==> src/rtl/edb_pkg.sv <==
`default_nettype none

package edb_pkg;

    // Line store depth default and fixed field widths
    localparam int unsigned MAX_WIDTH_DEF = 1024;
    localparam int unsigned PIX_W         = 8;
    localparam int unsigned ERR_W         = 9;
    localparam int unsigned CFG_WIDTH_W   = 11;
    localparam int unsigned CFG_HEIGHT_W  = 13;
    localparam int unsigned ROW_W         = 12;
    localparam int unsigned MAX_HEIGHT    = 4096;
    localparam int unsigned APB_ADDR_W    = 3;
    localparam int unsigned APB_DATA_W    = 32;

    localparam logic [CFG_WIDTH_W-1:0]  WIDTH_RESET  = 11'd512;
    localparam logic [CFG_HEIGHT_W-1:0] HEIGHT_RESET = 13'd512;

    localparam logic [PIX_W-1:0] THRESHOLD   = 8'd128;
    localparam logic [PIX_W-1:0] PIX_MAX     = 8'd255;
    localparam logic [ERR_W-1:0] WHITE_LEVEL = 9'd255;

    // Diffusion weights, in sixteenths
    localparam logic [2:0] WT_ABOVE_LEFT  = 3'd1;
    localparam logic [2:0] WT_ABOVE       = 3'd5;
    localparam logic [2:0] WT_ABOVE_RIGHT = 3'd3;
    localparam logic [2:0] WT_LEFT        = 3'd7;

    // Register word index (paddr[2])
    localparam logic REG_IDX_WIDTH  = 1'b0;
    localparam logic REG_IDX_HEIGHT = 1'b1;

    typedef logic signed [ERR_W-1:0] t_err;

    typedef struct packed {
        logic first_row;
        logic first_col;
        logic last_col;
    } t_pos;

    typedef struct packed {
        logic is_white;
        logic row_end;
        logic frame_end;
    } t_result;

    // pix + trunc0(err * wt / 16), saturated to 0..255
    function automatic logic [PIX_W-1:0] sat_add(
        input logic [PIX_W-1:0] pix,
        input t_err             err,
        input logic [2:0]       wt
    );
        logic signed [12:0] prod;
        logic signed [12:0] share;
        logic signed [10:0] sum;
        prod  = 13'(err) * $signed({10'd0, wt});
        share = prod[12] ? ((prod + 13'sd15) >>> 4) : (prod >>> 4);
        sum   = 11'(share) + $signed({3'd0, pix});
        if (sum > 11'sd255) begin
            return PIX_MAX;
        end else if (sum < 11'sd0) begin
            return '0;
        end else begin
            return sum[PIX_W-1:0];
        end
    endfunction

endpackage

`default_nettype wire

==> src/rtl/edb_out_skid.sv <==
`default_nettype none

module edb_out_skid (
    input  wire logic             i_clk,
    input  wire logic             i_rst_n,
    input  wire logic             i_in_valid,
    input  wire edb_pkg::t_result i_in_word,
    output logic                  o_in_stall,
    output logic                  o_out_valid,
    output edb_pkg::t_result      o_out_word,
    input  wire logic             i_out_stall
);

    logic             r_out_vld;
    logic             r_skid_vld;
    edb_pkg::t_result r_out;
    edb_pkg::t_result r_skid;

    always_ff @(posedge i_clk) begin
        if (!i_rst_n) begin
            r_out_vld  <= 1'b0;
            r_skid_vld <= 1'b0;
        end else if (r_out_vld && i_out_stall) begin
            if (i_in_valid) begin
                r_skid_vld <= 1'b1;
            end
        end else begin
            r_out_vld  <= r_skid_vld || i_in_valid;
            r_skid_vld <= 1'b0;
        end
    end

    // Park the word in the skid slot while the output holds
    always_ff @(posedge i_clk) begin
        if (r_out_vld && i_out_stall) begin
            if (i_in_valid) begin
                r_skid <= i_in_word;
            end
        end else begin
            r_out <= r_skid_vld ? r_skid : i_in_word;
        end
    end

    assign o_in_stall  = r_skid_vld;
    assign o_out_valid = r_out_vld;
    assign o_out_word  = r_out;

endmodule

`default_nettype wire

==> config.mk <==
export PLATFORM = sky130hd
export DESIGN_NAME = edb_out_skid
export DESIGN_NICKNAME = d
export VERILOG_FILES = /design/src/rtl/edb_pkg.sv /design/src/rtl/edb_out_skid.sv
export SDC_FILE = /design/constraint.sdc
export NUM_CORES = 1
export LEC_CHECK = 0
export BUFFER_PORTS_ARGS = -buffer_cell sky130_fd_sc_hd__buf_2
export CAP_MARGIN = 20
export CORE_AREA = 4 4 41 43
export DETAILED_ROUTE_END_ITERATION = 10
export DIE_AREA = 0 0 45 47
export PLACE_DENSITY_LB_ADDON = 0.1
export SETUP_SLACK_MARGIN = 0.2
export SLEW_MARGIN = 10
export SYNTH_ARGS = -nofsm -noshare
export SYNTH_HDL_FRONTEND = slang
export SYNTH_SLANG_ARGS = --single-unit
export TNS_END_PERCENT = 1
==> constraint.sdc <==
create_clock -name i_clk -period 0.9 [get_ports i_clk]
set_input_delay 0.18 -clock i_clk [delete_from_list [all_inputs] [get_ports i_clk]]
set_output_delay 0.18 -clock i_clk [all_outputs]
set_load 0.05 [all_outputs]
# --- Word-level counts from Yosys, hierarchy flattened ---
# Index checks and enable logic that the tools add are counted.
word_totals:
  elab_cells: 13
  regBits: 8
  in_bits: 7
  out_inout_bits: 5
classes:
  n_reduce_logical: 4
  n_mux: 1
ops:
  columns: ["op", "count"]
  rows:
  - ["AND reduction 2 bit", 2]
  - ["two-way mux 3 bit", 1]
  - ["logical AND 1 bit", 1]
  - ["logical OR 1 bit", 1]

# --- Logic depth before layout (Yosys ltp) ---
depth:
  ltp_word: 2
  depth_mapped: 2
  mapped_depth_nobuf: 2

# --- Worst setup path before layout ---
# No wires, ideal clock.
synth_path:
  path_kind: "register to register"
  start: "reg r_skid_vld (netlist: o_in_stall)"
  end: "reg r_out, in the netlist o_out_word[0] (data pin)"
  path_buffers: 0
  stages_incl_launch_ff: 2
  synth_period_minus_slack_ns: 1.318
  slack_ns: -0.418
  t_required_ns: 0.640
  t_arrival_ns: 1.058
  setup_time_ns: 0.260
  cell_sequence: "dfxtp_1 -> mux2_2"
synth_between:
  elab_chain_len: 1
synth_lines:
  columns: ["element", "line_no", "rtl"]
  rows:
  - ["start, declared", "edb_out_skid.sv:15", "logic r_skid_vld;"]
  - ["start signal, assigned", "edb_out_skid.sv:22", "r_skid_vld <= 1'b0;"]
  - ["start signal, assigned", "edb_out_skid.sv:25", "r_skid_vld <= 1'b1;"]
  - ["start signal, assigned", "edb_out_skid.sv:29", "r_skid_vld <= 1'b0;"]
  - ["two-way mux 3 bit", "edb_out_skid.sv:40", "r_out <= r_skid_vld ? r_skid : i_in_word;"]
  - ["end signal, assigned", "edb_out_skid.sv:40", null]
  - ["end, declared", "edb_out_skid.sv:16", "edb_pkg::t_result r_out;"]
# Every way passes these cells.
# A chain may end at the register's enable or synchronous reset.

# --- Final worst setup path ---
layout_path:
  start: "reg r_skid_vld (netlist: o_in_stall)"
  end: "out o_in_stall"
layout_lines:
  columns: ["element", "line_no", "rtl"]
  rows:
  - ["end, declared", "edb_out_skid.sv:8", "output logic o_in_stall,"]
# No word-level cell between the ends.

==> out/qor.yml <==
status: "finished, violations left"
violations: "setup timing"
r2r-start: "o_in_stall"
rsz0062_at_grt: "true"
average_size_of_a_mapped_cell_um2: 17.99
tot_pwr_mw: 0.8497
path_class: "reg2out"
hold_path.class: "in2reg"
worstPathBufferInverterCount: 1
gp_routability_congestion: 0.6615
synth.lib_cells_used.distinct: 8
synth_top_cell_by_area: "sky130_fd_sc_hd__edfxtp_1"
worst_skew_pair.late_latency_ns: 0.25
syn-instance-count: 16
detailed_route_via_count: 185
grt_pass1_wl_um: 800
grt_remaining_overflow: 0
regToRegEndpoint: "o_out_word[2]"
powerDensity_nw_per_um2: 1918
die_h_um: 47
clock-sinks: 8
place.detailed.instances: 42
cpMaxStageDelayCell: "sky130_fd_sc_hd__dfxtp_4"
setup_slack_ns: -0.08077
synth.cells.most_frequent: "6 x sky130_fd_sc_hd__edfxtp_1, 3 x sky130_fd_sc_hd__mux2_2, 2 x sky130_fd_sc_hd__dfxtp_1"
critical_path_depth: 1
tritoncts: "done"
floorplan.rows: 13
synth_seq_cells: 8
fin_skew_ns: 0.002464
cts.hold.buffers_added: 0
cp_peak_stage_delay_ns: 0.38
synthFlopType: "sky130_fd_sc_hd__edfxtp_1"
synth_enable_flop_cells: 6
type_of_element_capturing_the_critical_path: "output port"
cts_htree_levels: 1
routedWlPerCell_um: 11.35
post_route_cells_drive_above_1_share_pct: 67.74
flow.area_growth_from_synthesis_pct: 53.91
worstRegToRegCells: 1
clk_transition_reported_paths_ns: 0.06
mappedNetlistNets: 23
crit_required_ns: 0.72
final_instance_count_without_filler_cells: 46
antenna-diode-count: 0
floorplan_core_area_um2: 1301
slew_at_the_pin_closest_to_its_max_slew_limit_ns: 0.2233
floorplan.die.width_um: 45
timing.max_cap.violations: 0
cp_cell_sequence: "buf_6"
yosysWarningCount: 0
min_period_over_period_pct: 109.0
sequential_cell_area_um2: 227.7
timing.hold.ws_ns: 0.1191
pins_over_slew_limit: 0
drt-total-wl_um: 522
timing.critical_path.fanout_max: 5
cell_area_after_synthesis_um2: 287.8
total_leakage_power_nw: 0.1813
port_buffers: 11
floorplan.io_pins: 12
crit_arrival_ns: 0.80
vdd.ir_drop.worst_mv: 0.6001
synth_top_cells_by_area: "sky130_fd_sc_hd__edfxtp_1 63%, sky130_fd_sc_hd__dfxtp_1 14%, sky130_fd_sc_hd__mux2_2 12%"
globalRouteTotalUtil_pct: 6.210
fmax_mhz: 1020
clockRootBuffer: "sky130_fd_sc_hd__clkbuf_4"
setup_viol_count_final: 8
antenna_found_initial: 0
grt_start_max_net_pins: 6
cp-start-kind: "flop"
start_util_pct: 22.12
relSlewSlack_pct: 85.07
postCtsSetupRepairBufs: 0
portion_of_the_post_synthesis_area_used_by_sequential_elements_pct: 76.52
worst_path_dominant_cell_family: "flip-flops"
fin_setup_tns_ns: -0.3918
drc: 0
multiInputGateArea_um2: 80.08
crit_end: "o_in_stall"
yosys.cell_count.top_type: "sky130_fd_sc_hd__edfxtp_1"
drtIter0Drc: 0
design.die.area_um2: 2115
nets: 39
clock_path_buffers: 2
drtPass1Iterations: 1
yosys.area.top_type_share_pct: 62.61
nFillCells: 145
first_global_vias: 189
asr_flop_ratio_synth_pct: 0
tritoncts.num_buffers: 3
hold_viol_final: 0
reg2reg_setup_slack_ns: -0.03
setup.worst_path.start: "o_in_stall"
final_antenna_net_count: 0
finalCriticalPeriod_ns: 0.9808
post_drt_via_cell_ratio: 4.022
-- cells by family (layout without fill, tap and decap cells) --
family                 after synthesis  after routing  share of synthesized area (%)
AND/OR/NAND/NOR                      4              4                          9.129
buffers and inverters                0             15                              0
flip-flops                           8              8                          76.52
multiplexers                         3              3                          11.74
AO/OA/AOI/OAI                        1              1                          2.610
-- how the worst min path moves through the flow --
stage | startpoint | endpoint | cells past startpoint
6_report | i_in_word[2] | r_skid[2] | 1
2_1_floorplan | i_in_word[0] | r_skid[0] | 0
4_1_cts | i_in_word[1] | r_skid[1] | 1
3_3_place_gp | i_in_word[2] | r_skid[2] | 1
3_5_place_dp | i_in_word[2] | r_skid[2] | 1
5_1_grt | i_in_word[2] | r_skid[2] | 1
-- area by class of cell --
cell class              instances  share of cell area (%)
repair buffers                 11                   20.34
well taps                      15                   4.237
flip-flops and latches          8                   51.41
clock buffers                   4                   5.932
multi-input cells               8                   18.08
-- per-layer routing --
metal  share of wire, %  GRT usage [%]
met1                 36          5.581
met2                 53          9.322
met3                8.6          2.299
met4                1.9          8.772
met5                  0              0
-- per-stage QoR --
| stage | util (%) | instance area (um2) | setup WS (ns) |
|---|---|---|---|
| after floorplan | - | 306.5 | -0.1161 |
| after global placement | 29.23 | 380.4 | -0.01010 |
| after detailed placement | 29.23 | 380.4 | -0.01702 |
| after CTS | 33.94 | 441.7 | -0.09035 |
| after global routing | 34.04 | 442.9 | -0.1138 |
| final | 34.04 | 442.9 | -0.08077 |
-- flip-flops by register name, indices dropped and copies added (netlist names) --
name / flops
o_out_valid: 1
o_in_stall: 1
r_skid: 3
o_out_word: 3
-- where the power goes --
| part | internal, mW | switching [mW] |
|---|---|---|
| clock network | 0.170 | 0.130 |
| logic | 0.0543 | 0.0721 |
| registers | 0.414 | 0.0100 |
| total | 0.638 | 0.212 |
-- layout by cell type (no fill, tap or decap), drive strengths merged --
cell | netlist | layout
nor2 | 1 | 1
a21boi | 1 | 1
nand2 | 1 | 1
clkbuf | 0 | 4
nor3b | 1 | 1
buf | 0 | 11
and3 | 1 | 1
edfxtp | 6 | 6
mux2 | 3 | 3
dfxtp | 2 | 2
-- timing repair --
item                                    in CTS  in global routing
endpoints found under the setup margin      16                 16
endpoints found under the hold margin        0                  0
gates resized for setup                     11                  1
Note: power is estimated with default switching activity, not from simulation.
