**src/rtl/edb_pkg.sv**
```systemverilog
`default_nettype none

package edb_pkg;

    // Line store depth default and fixed field widths
    localparam int unsigned MAX_WIDTH_DEF = 1024;
    localparam int unsigned PIX_W         = 8;
    localparam int unsigned ERR_W         = 9;
    localparam int unsigned CFG_WIDTH_W   = 11;
    localparam int unsigned CFG_HEIGHT_W  = 13;
    localparam int unsigned ROW_W         = 12;
    localparam int unsigned MAX_HEIGHT    = 4096;
    localparam int unsigned APB_ADDR_W    = 3;
    localparam int unsigned APB_DATA_W    = 32;

    localparam logic [CFG_WIDTH_W-1:0]  WIDTH_RESET  = 11'd512;
    localparam logic [CFG_HEIGHT_W-1:0] HEIGHT_RESET = 13'd512;

    localparam logic [PIX_W-1:0] THRESHOLD   = 8'd128;
    localparam logic [PIX_W-1:0] PIX_MAX     = 8'd255;
    localparam logic [ERR_W-1:0] WHITE_LEVEL = 9'd255;

    // Diffusion weights, in sixteenths
    localparam logic [2:0] WT_ABOVE_LEFT  = 3'd1;
    localparam logic [2:0] WT_ABOVE       = 3'd5;
    localparam logic [2:0] WT_ABOVE_RIGHT = 3'd3;
    localparam logic [2:0] WT_LEFT        = 3'd7;

    // Register word index (paddr[2])
    localparam logic REG_IDX_WIDTH  = 1'b0;
    localparam logic REG_IDX_HEIGHT = 1'b1;

    typedef logic signed [ERR_W-1:0] t_err;

    typedef struct packed {
        logic first_row;
        logic first_col;
        logic last_col;
    } t_pos;

    typedef struct packed {
        logic is_white;
        logic row_end;
        logic frame_end;
    } t_result;

    // pix + trunc0(err * wt / 16), saturated to 0..255
    function automatic logic [PIX_W-1:0] sat_add(
        input logic [PIX_W-1:0] pix,
        input t_err             err,
        input logic [2:0]       wt
    );
        logic signed [12:0] prod;
        logic signed [12:0] share;
        logic signed [10:0] sum;
        prod  = 13'(err) * $signed({10'd0, wt});
        share = prod[12] ? ((prod + 13'sd15) >>> 4) : (prod >>> 4);
        sum   = 11'(share) + $signed({3'd0, pix});
        if (sum > 11'sd255) begin
            return PIX_MAX;
        end else if (sum < 11'sd0) begin
            return '0;
        end else begin
            return sum[PIX_W-1:0];
        end
    endfunction

endpackage

`default_nettype wire

```
**src/rtl/edb_diffuse.sv**
```systemverilog
`default_nettype none

module edb_diffuse (
    input  wire logic [edb_pkg::PIX_W-1:0] i_pixel_value,
    input  wire edb_pkg::t_err             i_above_left,
    input  wire edb_pkg::t_err             i_above,
    input  wire edb_pkg::t_err             i_above_right,
    input  wire edb_pkg::t_err             i_left,
    input  wire edb_pkg::t_pos             i_pos,
    output logic                           o_is_white,
    output edb_pkg::t_err                  o_err
);

    logic [edb_pkg::PIX_W-1:0] v_al;
    logic [edb_pkg::PIX_W-1:0] v_a;
    logic [edb_pkg::PIX_W-1:0] v_ar;
    logic [edb_pkg::PIX_W-1:0] v_l;

    // Apply shares in fixed order; drop those from outside the image
    always_comb begin
        v_al = (!i_pos.first_row && !i_pos.first_col)
             ? edb_pkg::sat_add(i_pixel_value, i_above_left, edb_pkg::WT_ABOVE_LEFT)
             : i_pixel_value;
        v_a  = !i_pos.first_row
             ? edb_pkg::sat_add(v_al, i_above, edb_pkg::WT_ABOVE)
             : v_al;
        v_ar = (!i_pos.first_row && !i_pos.last_col)
             ? edb_pkg::sat_add(v_a, i_above_right, edb_pkg::WT_ABOVE_RIGHT)
             : v_a;
        v_l  = !i_pos.first_col
             ? edb_pkg::sat_add(v_ar, i_left, edb_pkg::WT_LEFT)
             : v_ar;
    end

    assign o_is_white = (v_l > edb_pkg::THRESHOLD);
    assign o_err = o_is_white ? edb_pkg::t_err'({1'b0, v_l} - edb_pkg::WHITE_LEVEL)
                              : edb_pkg::t_err'({1'b0, v_l});

endmodule

`default_nettype wire

```
**config.mk**
```make
export PLATFORM = sky130hd
export DESIGN_NAME = edb_diffuse
export DESIGN_NICKNAME = d
export VERILOG_FILES = /design/src/rtl/edb_pkg.sv /design/src/rtl/edb_diffuse.sv
export SDC_FILE = /design/constraint.sdc
export NUM_CORES = 1
export LEC_CHECK = 0
export ABC_AREA = 1
export BUFFER_PORTS_ARGS = -buffer_cell sky130_fd_sc_hd__buf_2
export CORE_UTILIZATION = 30
export DETAILED_ROUTE_END_ITERATION = 7
export PLACE_DENSITY = 0.44
export SETUP_SLACK_MARGIN = 0.5
export SYNTH_ARGS = -nofsm -noshare
export SYNTH_HDL_FRONTEND = slang
export SYNTH_SLANG_ARGS = --single-unit
```
**constraint.sdc**
```tcl
create_clock -name vclk -period 16.45
set_clock_uncertainty 0.2 [all_clocks]
set_input_delay 1.645 -clock vclk [all_inputs]
set_output_delay 1.645 -clock vclk [all_outputs]
set_load 0.1 [all_outputs]
```
### Yosys cells after proc, flatten, opt, wreduce, memory -nomap -nowiden

Index checks and enable logic that the tools add are counted.
Widths: inputs -> output; s select.

| cells by class | value |
|---|---|
| multipliers | 3 |
| magnitude comparators | 9 |
| reductions and logical operators | 5 |
| multiplexer cells | 17 |
| add/sub/neg operators | 9 |

Operators by type and width:

| cell | count |
|---|---|
| $mux 8 | 12 |
| $add 11x9->11 | 4 |
| $gt 11x9->1 const B | 4 |
| $lt 11x1->1 const B | 4 |
| $mux 11 | 4 |
| $add 13x5->13 const B | 2 |
| $mul 9x4->13 const B | 2 |
| $add 12x5->13 const B | 1 |
| $mul 9x3->12 const B | 1 |
| $add 9x5->10 const B | 1 |
| $mux 9 | 1 |
| $sub 8x8->9 const B | 1 |
| $gt 8x8->1 const B | 1 |
| $logic_not 1->1 | 3 |
| $logic_and 1x1->1 | 2 |

| word-level totals | value |
|---|---|
| register bits after elaboration | 0 |
| input bits | 47 |
| logic and storage cells | 43 |

### Longest topological paths before layout

Gate-level depths: netlist (run 1).

| logic depth | value |
|---|---|
| depth after elaboration | 24 |
| depth in mapped cells | 66 |
| gate-level depth less buffers | 66 |

### Worst setup path before layout (run 1)

No wires, ideal clock.

| timing | value |
|---|---|
| path kind | in2out |
| start | input i_above_left[0] |
| end | output o_err[8] |
| stages | 51 |
| data arrival time | 9.500 ns |
| setup slack | 5.105 ns |
| cells stage by stage | nor2_1 -> nand2_1 -> nand2_1 -> nor2_1 -> nand2_1 -> nor2_1 -> xor2_1 -> ha_1 -> a21oi_1 -> nand2_1 -> nand2_1 -> nand2_1 -> nand3_2 -> nand2_2 -> nor2_1 -> a21oi_1 -> ha_1 -> a21oi_1 -> (+15 left out) -> nand2_1 -> inv_1 -> o21ai_0 -> o21ai_0 -> inv_1 -> ha_1 -> a21oi_1 -> o21ai_0 -> inv_1 -> nand2_4 -> nand2_4 -> nand3_2 -> a21oi_1 -> a21oi_2 -> ha_1 -> nand2_1 -> nor2_1 -> a21oi_1 |

| between the ends | value |
|---|---|
| word-level cells in the longest chain between the ends | 24 |

Ends and longest elaborated chain:

| element | line | RTL |
|---|---|---|
| start: declaration | edb_diffuse.sv:5 | `input wire edb_pkg::t_err i_above_left,` |
| $add 9x5->10 (*) | edb_pkg.sv:57 | `share = prod[12] ? ((prod + 13'sd15) >>> 4) : (prod >>> 4);` |
| $mux 11 (*) | edb_pkg.sv:57 |  |
| $add 11x9->11 (*) | edb_pkg.sv:58 | `sum = 11'(share) + $signed({3'd0, pix});` |
| $lt 11x1->1 | edb_pkg.sv:61 | `end else if (sum < 11'sd0) begin` |
| $mux 8 | edb_pkg.sv:61 |  |
| $mux 8 (*) | edb_pkg.sv:59 | `if (sum > 11'sd255) begin` |
| $mux 8 (*) | edb_diffuse.sv:22 | `? edb_pkg::sat_add(i_pixel_value, i_above_left, edb_pkg::WT_ABOVE_LEFT)` |
| $add 11x9->11 | edb_pkg.sv:58 |  |
| (+8 left out) | n/a |  |
| $mux 8 (*) | edb_diffuse.sv:28 | `? edb_pkg::sat_add(v_a, i_above_right, edb_pkg::WT_ABOVE_RIGHT)` |
| $add 11x9->11 | edb_pkg.sv:58 |  |
| $lt 11x1->1 | edb_pkg.sv:61 |  |
| $mux 8 | edb_pkg.sv:61 |  |
| $mux 8 | edb_pkg.sv:59 |  |
| $mux 8 (*) | edb_diffuse.sv:31 | `? edb_pkg::sat_add(v_ar, i_left, edb_pkg::WT_LEFT)` |
| $sub 8x8->9 or $gt 8x8->1 (tied branches) | edb_diffuse.sv:36, edb_diffuse.sv:35 |  |
| $mux 9 (*) | edb_diffuse.sv:36 | `assign o_err = o_is_white ? edb_pkg::t_err'({1'b0, v_l} - edb_pkg::WHITE_LEVEL)` |
| end: declaration | edb_diffuse.sv:11 | `output edb_pkg::t_err o_err` |

Mark *: on every way between the ends. The rest lies on a longest branch, timed or not.

### Worst setup path in the final report (run 1)

| timing | value |
|---|---|
| start | input i_above_left[0] |
| end | output o_err[2] |

The elaborated chain is that of the path after synthesis.

==> impl_metrics.ini, run 1 <==
[placed_design]
placed_cells = 1133
io_buffers = 57
dp_hpwl_mm = 11.02
gp_congestion = 0.8223

[detailed_routing]
drc = 0
vias_per_cell = 4.383
routed-via-count = 4966
wl_met1_mm = 6.549
wl_met3_um = 276
met2_length_mm = 5.211
dr.pass1.iters = 4
highest_layer = met3
wl_per_cell_um = 10.62
drtIter0Drc = 217
wirelength_mm = 12.04
drtAntennaViolNets = 0

[synth]
yosys.area.top_type = ha_1
netlist.area_leader.share_pct = 21.31
yosys_warnings = 0
synthTopCellsByArea = ha_1, nand2_1, inv_1, xor2_1, nor2_1
ys_types = 48
ys_seq_area_share_pct = 0
syn_inst = 858
syn-num-nets = 1001
syn_area_um2 = 5049
syn_area_per_cell_um2 = 5.884

[critical_path]
cpMostUsedCell = nand2_1
critPathArrivalTime_ns = 9.93
cpPeakStageDelay_ns = 0.41
slowest_stage = ha_1
required_ns = 14.60
criticalPathCategory = in -> out
startpoint_type = input port
crit_fanout = 7
cp-end-kind = primary output

[job]
maxCapViolCount = 0

[die]
initial_core_util_pct = 30.55
dieHeight_um = 131.7
dieArea_um2 = 17350
die_x_um = 131.7
core_area_um2 = 16520
rows = 47
design.portCount = 57

[pwr]
power.total_w = 0.0009558
p_leak_nw = 3.266
p_per_area_nw_per_um2 = 170.7
peakVddDrop_v = 0.0003263

[final_layout]
final_common_cell = nand2_1
n_sequential_cell = 0
nClkBuffers = 0
layout_common_cells = nand2_1, inv_1, ha_1
nets = 1058
synthToLayoutAreaGrowth_pct = 10.88
drive_above_1_share_pct = 14.68
fin_cells = 1133
antennaDiodeCount = 0
regArea_um2 = 0

[global_route]
grt-ovfl-total = 0
grt_usage_pct = 13.99
grt_pass1_vias = 4831
grt_pass1_wl_mm = 21.27
grt_max_degree = 12
antenna_found_initial = 0

[clocking]
cts_resized = 0
cts_setup_buffers = 0
cts_hold_buf = 0

[timing]
slew_headroom_pct = 68.22
finalMaxSlewViolations = 0
max_freq_mhz = 84.90
fin_crit_sh_pct = 71.60
worstMarginPinSlew_ns = 0.4738
rsz0062_at_grt = no
period_needed_ns = 11.78
setup_tns_ns = 0
hold_ws_ns = 3.808
setup_viol = 0
finalHoldViolCount = 0

[outcome]
status = complete, no violations

[worst_hold_path]
min_path_type = in -> out
hold_depth = 6
[final timing paths]
kind       startpoint  endpoint  slack, ns
max   i_above_left[0]  o_err[2]       4.67
min          i_pos[1]  o_err[0]       3.81
[critical path: cells and delay by family]
| kind | cells | cell delay [ns] |
|---|---|---|
| compound gates | 13 | 2.57 |
| xor+xnor | 1 | 0.23 |
| fa+ha+maj | 4 | 1.41 |
| buf+inv | 7 | 0.95 |
| simple gates | 28 | 3.11 |
[through the flow]
stage	setup WS, ns	util (%)	cell area [um2]
2_1_floorplan	5.105	-	5049
3_3_place_gp	4.620	33.88	5598
3_5_place_dp	4.667	33.88	5598
4_1_cts	4.666	33.88	5598
5_1_grt	3.859	33.88	5598
6_report	4.671	33.88	5598
[cell type report]
type                            count  area (um2)
Multi-Input combinational cell    686        4399
Inverter                          170       638.1
Tap cell                          220       275.3
Fill cell                        1887       10930
Timing Repair Buffer               57       285.3
[Yosys cell counts, types with 4 or more instances]
master    instances
nand3_2           9
nand2_1         224
nand2_4           6
ha_1             86
and2_1            4
inv_2             7
a21oi_1          48
nor3_1            7
nand4_1           9
nor2_1           76
xnor2_1          12
nand3_1          46
o21ai_0          22
inv_1           162
fa_1             10
a31oi_1           6
or2_2             4
nand2_2          21
xor2_1           44
o21bai_1          4
nor2_2           11
[logic make-up after synthesis]
| kind of cell | after synthesis | share of synthesized area (%) |
|---|---|---|
| simple gates | 431 | 39.75 |
| xor+xnor | 56 | 9.715 |
| compound gates | 103 | 12.39 |
| buf+inv | 172 | 12.86 |
| fa+ha+maj | 96 | 25.28 |
[power breakdown]
group          internal, W  switching (W)  leakage [nW]  total [W]
sequential               0              0             0          0
combinational     0.000273       0.000683          3.27   0.000956
clock                    0              0             0          0
[metal layers]
layer  global-route usage (%)  vias up
li1                         -     2833
met4                        0        0
met2                    24.25       57
met5                        0        -
met3                   0.3472        0
met1                    20.35     2076
Power figures use the tool's default switching activity.
==> run 2, diff against run 1 <==
clock period = 11.3 ns   (was 16.45 ns; I/O delays follow)
==> impl_metrics.ini, run 2 (synthesis gave the netlist of run 1 again) <==
[global_route]
met3_usage_pct = 0.3472
grt_pass1_wl_mm = 21.33
antenna_found_initial = 0
grt_use_met2_pct = 23.87
grt_util_met1_pct = 20.78
grt_usage_pct = 14.03
grt_pass1_vias = 4777
grt-ovfl-total = 0
grt_max_degree = 12
grt_busiest_layer = met2

[timing]
worstMarginPinSlew_ns = 0.5228
finalMaxSlewViolations = 0
rsz0062_at_grt = no
setup_tns_ns = 0
finalHoldViolCount = 0
max_freq_mhz = 100.3
slew_headroom_pct = 64.78
period_needed_ns = 9.971
fin_crit_sh_pct = 88.23
setup_viol = 0

[detailed_routing]
dr.pass1.iters = 4
vias_per_cell = 4.420
drc = 0
drtIter0Drc = 164
drtAntennaViolNets = 0
routed-via-count = 5012
wirelength_mm = 12.04
wl_per_cell_um = 10.61

[critical_path]
slowest_stage = buf_2
cp-end-kind = primary output
cpPeakStageDelay_ns = 0.45
cpMostUsedCell = nand2_1
required_ns = 9.97
criticalPathCategory = in -> out
crit_fanout = 7
startpoint_type = input port
critPathArrivalTime_ns = 8.64

[job]
maxCapViolCount = 0

[final_layout]
nClkBuffers = 0
synthToLayoutAreaGrowth_pct = 12.81
final_area_um2 = 5695
n_sequential_cell = 0
drive_above_1_share_pct = 15.54
antennaDiodeCount = 0
nFillCells = 1898
multi_input_area_um2 = 4448
nets = 1059
fin_cells = 1134
final_common_cell = nand2_1
regArea_um2 = 0
layout_common_cells = nand2_1, inv_1, ha_1

[pwr]
p_per_area_nw_per_um2 = 256.2
p_leak_nw = 3.290
peakVddDrop_v = 0.0004179

[die]
design.portCount = 57
die_x_um = 131.7
core_area_um2 = 16520
initial_core_util_pct = 30.55
rows = 47
dieHeight_um = 131.7
dieArea_um2 = 17350

[worst_hold_path]
min_path_type = in -> out

[outcome]
status = complete, no violations

[clocking]
cts_hold_buf = 0

[placed_design]
gp_congestion = 0.8206
io_buffers = 57
place_area_um2 = 5598
placed_cells = 1133
dp_hpwl_mm = 11.00
[run 2: cell types whose count changed in the layout (fill, tap and decap cells not counted), sizes merged]
cell    delta
clkbuf     +1
[run 2: final cells by class]
type                            instances  area share, %
Inverter                              170          11.20
Multi-Input combinational cell        686          78.10
Tap cell                              220          4.833
Timing Repair Buffer                   58          5.866
[run 2: report_power, final]
part           internal [W]  leakage (nW)  total, W  switching (W)
logic              0.000448          3.29   0.00146        0.00101
clock network             0             0         0              0
registers                 0             0         0              0
total              0.000448          3.29   0.00146        0.00101
[run 2: final timing paths]
kind       startpoint    endpoint  slack (ns)  depth (start not counted)
min          i_pos[1]    o_err[0]        2.70                          6
max   i_above_left[0]  o_is_white        1.33                         54
[run 2: worst max-delay path: cells and delay by family]
family | cells | cell delay (ns)
buf+inv | 8 | 1.02
simple gates | 29 | 2.83
fa+ha+maj | 4 | 1.41
xor+xnor | 1 | 0.22
compound gates | 12 | 2.02
[run 2: repair_timing]
action                                  4_1_cts  5_1_grt
buffers inserted                              0        1
resized for setup                             0       34
endpoints found under the setup margin        0       10
[run 2: metrics by stage]
stage	utilization, %	power (W)	hold slack [ns]	worst slack (ns)
CTS	33.88	0.001400	2.781	0.5712
detailed placement	33.88	0.001395	2.781	0.5871
global placement	33.88	0.001410	2.799	0.4981
finish	34.47	0.001459	2.695	1.329
global route	34.47	0.001621	2.749	0.4950
floorplan	-	0.001156	2.364	0.9849
[run 2: routing by layer]
metal  up-vias  share of wire (%)
met5         -                  0
met4         0                  0
met3         0                1.6
met2        58                 43
met1      2124                 55
li1       2830                  -
==> run 3, diff against run 2 <==
CAP_MARGIN = 40   (was default)
MAX_ROUTING_LAYER = met4   (was default)
==> impl_metrics.ini, run 3 (synthesis gave the netlist of run 1 again) <==
[outcome]
status = complete, no violations

[clocking]
cts_hold_buf = 0

[detailed_routing]
wl_per_cell_um = 10.61
routed-via-count = 5012
vias_per_cell = 4.420
drtAntennaViolNets = 0
wirelength_mm = 12.04
drtIter0Drc = 164
drc = 0
dr.pass1.iters = 4

[die]
initial_core_util_pct = 30.55
dieHeight_um = 131.7
die_x_um = 131.7
core_area_um2 = 16520
design.portCount = 57
dieArea_um2 = 17350
rows = 47

[timing]
period_needed_ns = 9.971
setup_ws_ns = 1.329
fin_crit_sh_pct = 88.23
setup_viol = 0
finalHoldViolCount = 0
finalMaxSlewViolations = 0
rsz0062_at_grt = no
max_freq_mhz = 100.3
setup_tns_ns = 0
slew_headroom_pct = 64.78
worstMarginPinSlew_ns = 0.5228

[critical_path]
cp-end-kind = primary output
cp.buffers_inverters = 8
crit_fanout = 7
cpPeakStageDelay_ns = 0.45
startpoint = i_above_left[0]
slowest_stage = buf_2
crit_family = simple AND/OR/NAND/NOR gates
startpoint_type = input port
critPathArrivalTime_ns = 8.64
required_ns = 9.97
cp_num_cells = 54
cpMostUsedCell = nand2_1
criticalPathCategory = in -> out
crit_path_end = o_is_white

[final_layout]
n_sequential_cell = 0
antennaDiodeCount = 0
layout_common_cells = nand2_1, inv_1, ha_1
regArea_um2 = 0
fin_cells = 1134
nets = 1059
nClkBuffers = 0
drive_above_1_share_pct = 15.54
synthToLayoutAreaGrowth_pct = 12.81
final_common_cell = nand2_1

[global_route]
antenna_found_initial = 0
grt_pass1_wl_mm = 21.33
grt_max_degree = 12
grt-ovfl-total = 0
grt_usage_pct = 14.46
grt_pass1_vias = 4777

[worst_hold_path]
min_path_type = in -> out

[placed_design]
place_ws_ns = 0.5871
gp_congestion = 0.8329
dp_hpwl_mm = 11.00
placed_cells = 1133
io_buffers = 57

[pwr]
p_per_area_nw_per_um2 = 256.2
peakVddDrop_v = 0.0004179
p_leak_nw = 3.290

[job]
maxCapViolCount = 0
## run 3: cell counts in the layout (fill, tap and decap cells not counted)
No cell type changed its count.
## run 3: worst min-delay path, stage by stage
cell and delay [ns]:
buf_2 0.15, nand2_1 0.09, nand2_2 0.09, nand2_1 0.07, nand2_1 0.06, buf_6 0.18
## run 3: stage by stage
step,power (W),area (um2),hold WS (ns),utilization [%]
floorplan,0.001156,5049,2.364,-
global placement,0.001410,5598,2.799,33.88
detailed placement,0.001395,5598,2.781,33.88
CTS,0.001400,5598,2.781,33.88
global route,0.001621,5695,2.749,34.47
finish,0.001459,5695,2.695,34.47
## run 3: area by class of cell
class / count / area [um2]
multi-input combinational: 686 / 4448
tap: 220 / 275.3
timing repair buffer: 58 / 334.1
inverter: 170 / 638.1
fill: 1898 / 10830
## run 3: timing repair
action,in CTS,in global routing
endpoints found under the setup margin,0,10
setup buffers,0,1
endpoints found under the hold margin,0,0
gates resized for setup,0,34
## run 3: how the worst min path moves through the flow
stage | from | to | cells after the start
global route | i_pos[1] | o_err[0] | 6
CTS | i_pos[1] | o_err[0] | 6
floorplan | i_pos[1] | o_is_white | 3
global placement | i_pos[1] | o_err[0] | 6
finish | i_pos[1] | o_err[0] | 6
detailed placement | i_pos[1] | o_err[0] | 6
## run 3: routing by layer
metal	part of all wire, %	wire length [um]	track usage, %
met4	0	0	0
met2	43	5235	23.87
met3	1.5	175	0.2701
met5	0	0	-
met1	55	6624	20.83
## run 3: power breakdown
part	internal [W]	switching, W	total [W]	leakage, nW
clock	0	0	0	0
combinational	0.000448	0.00101	0.00146	3.29
sequential	0	0	0	0
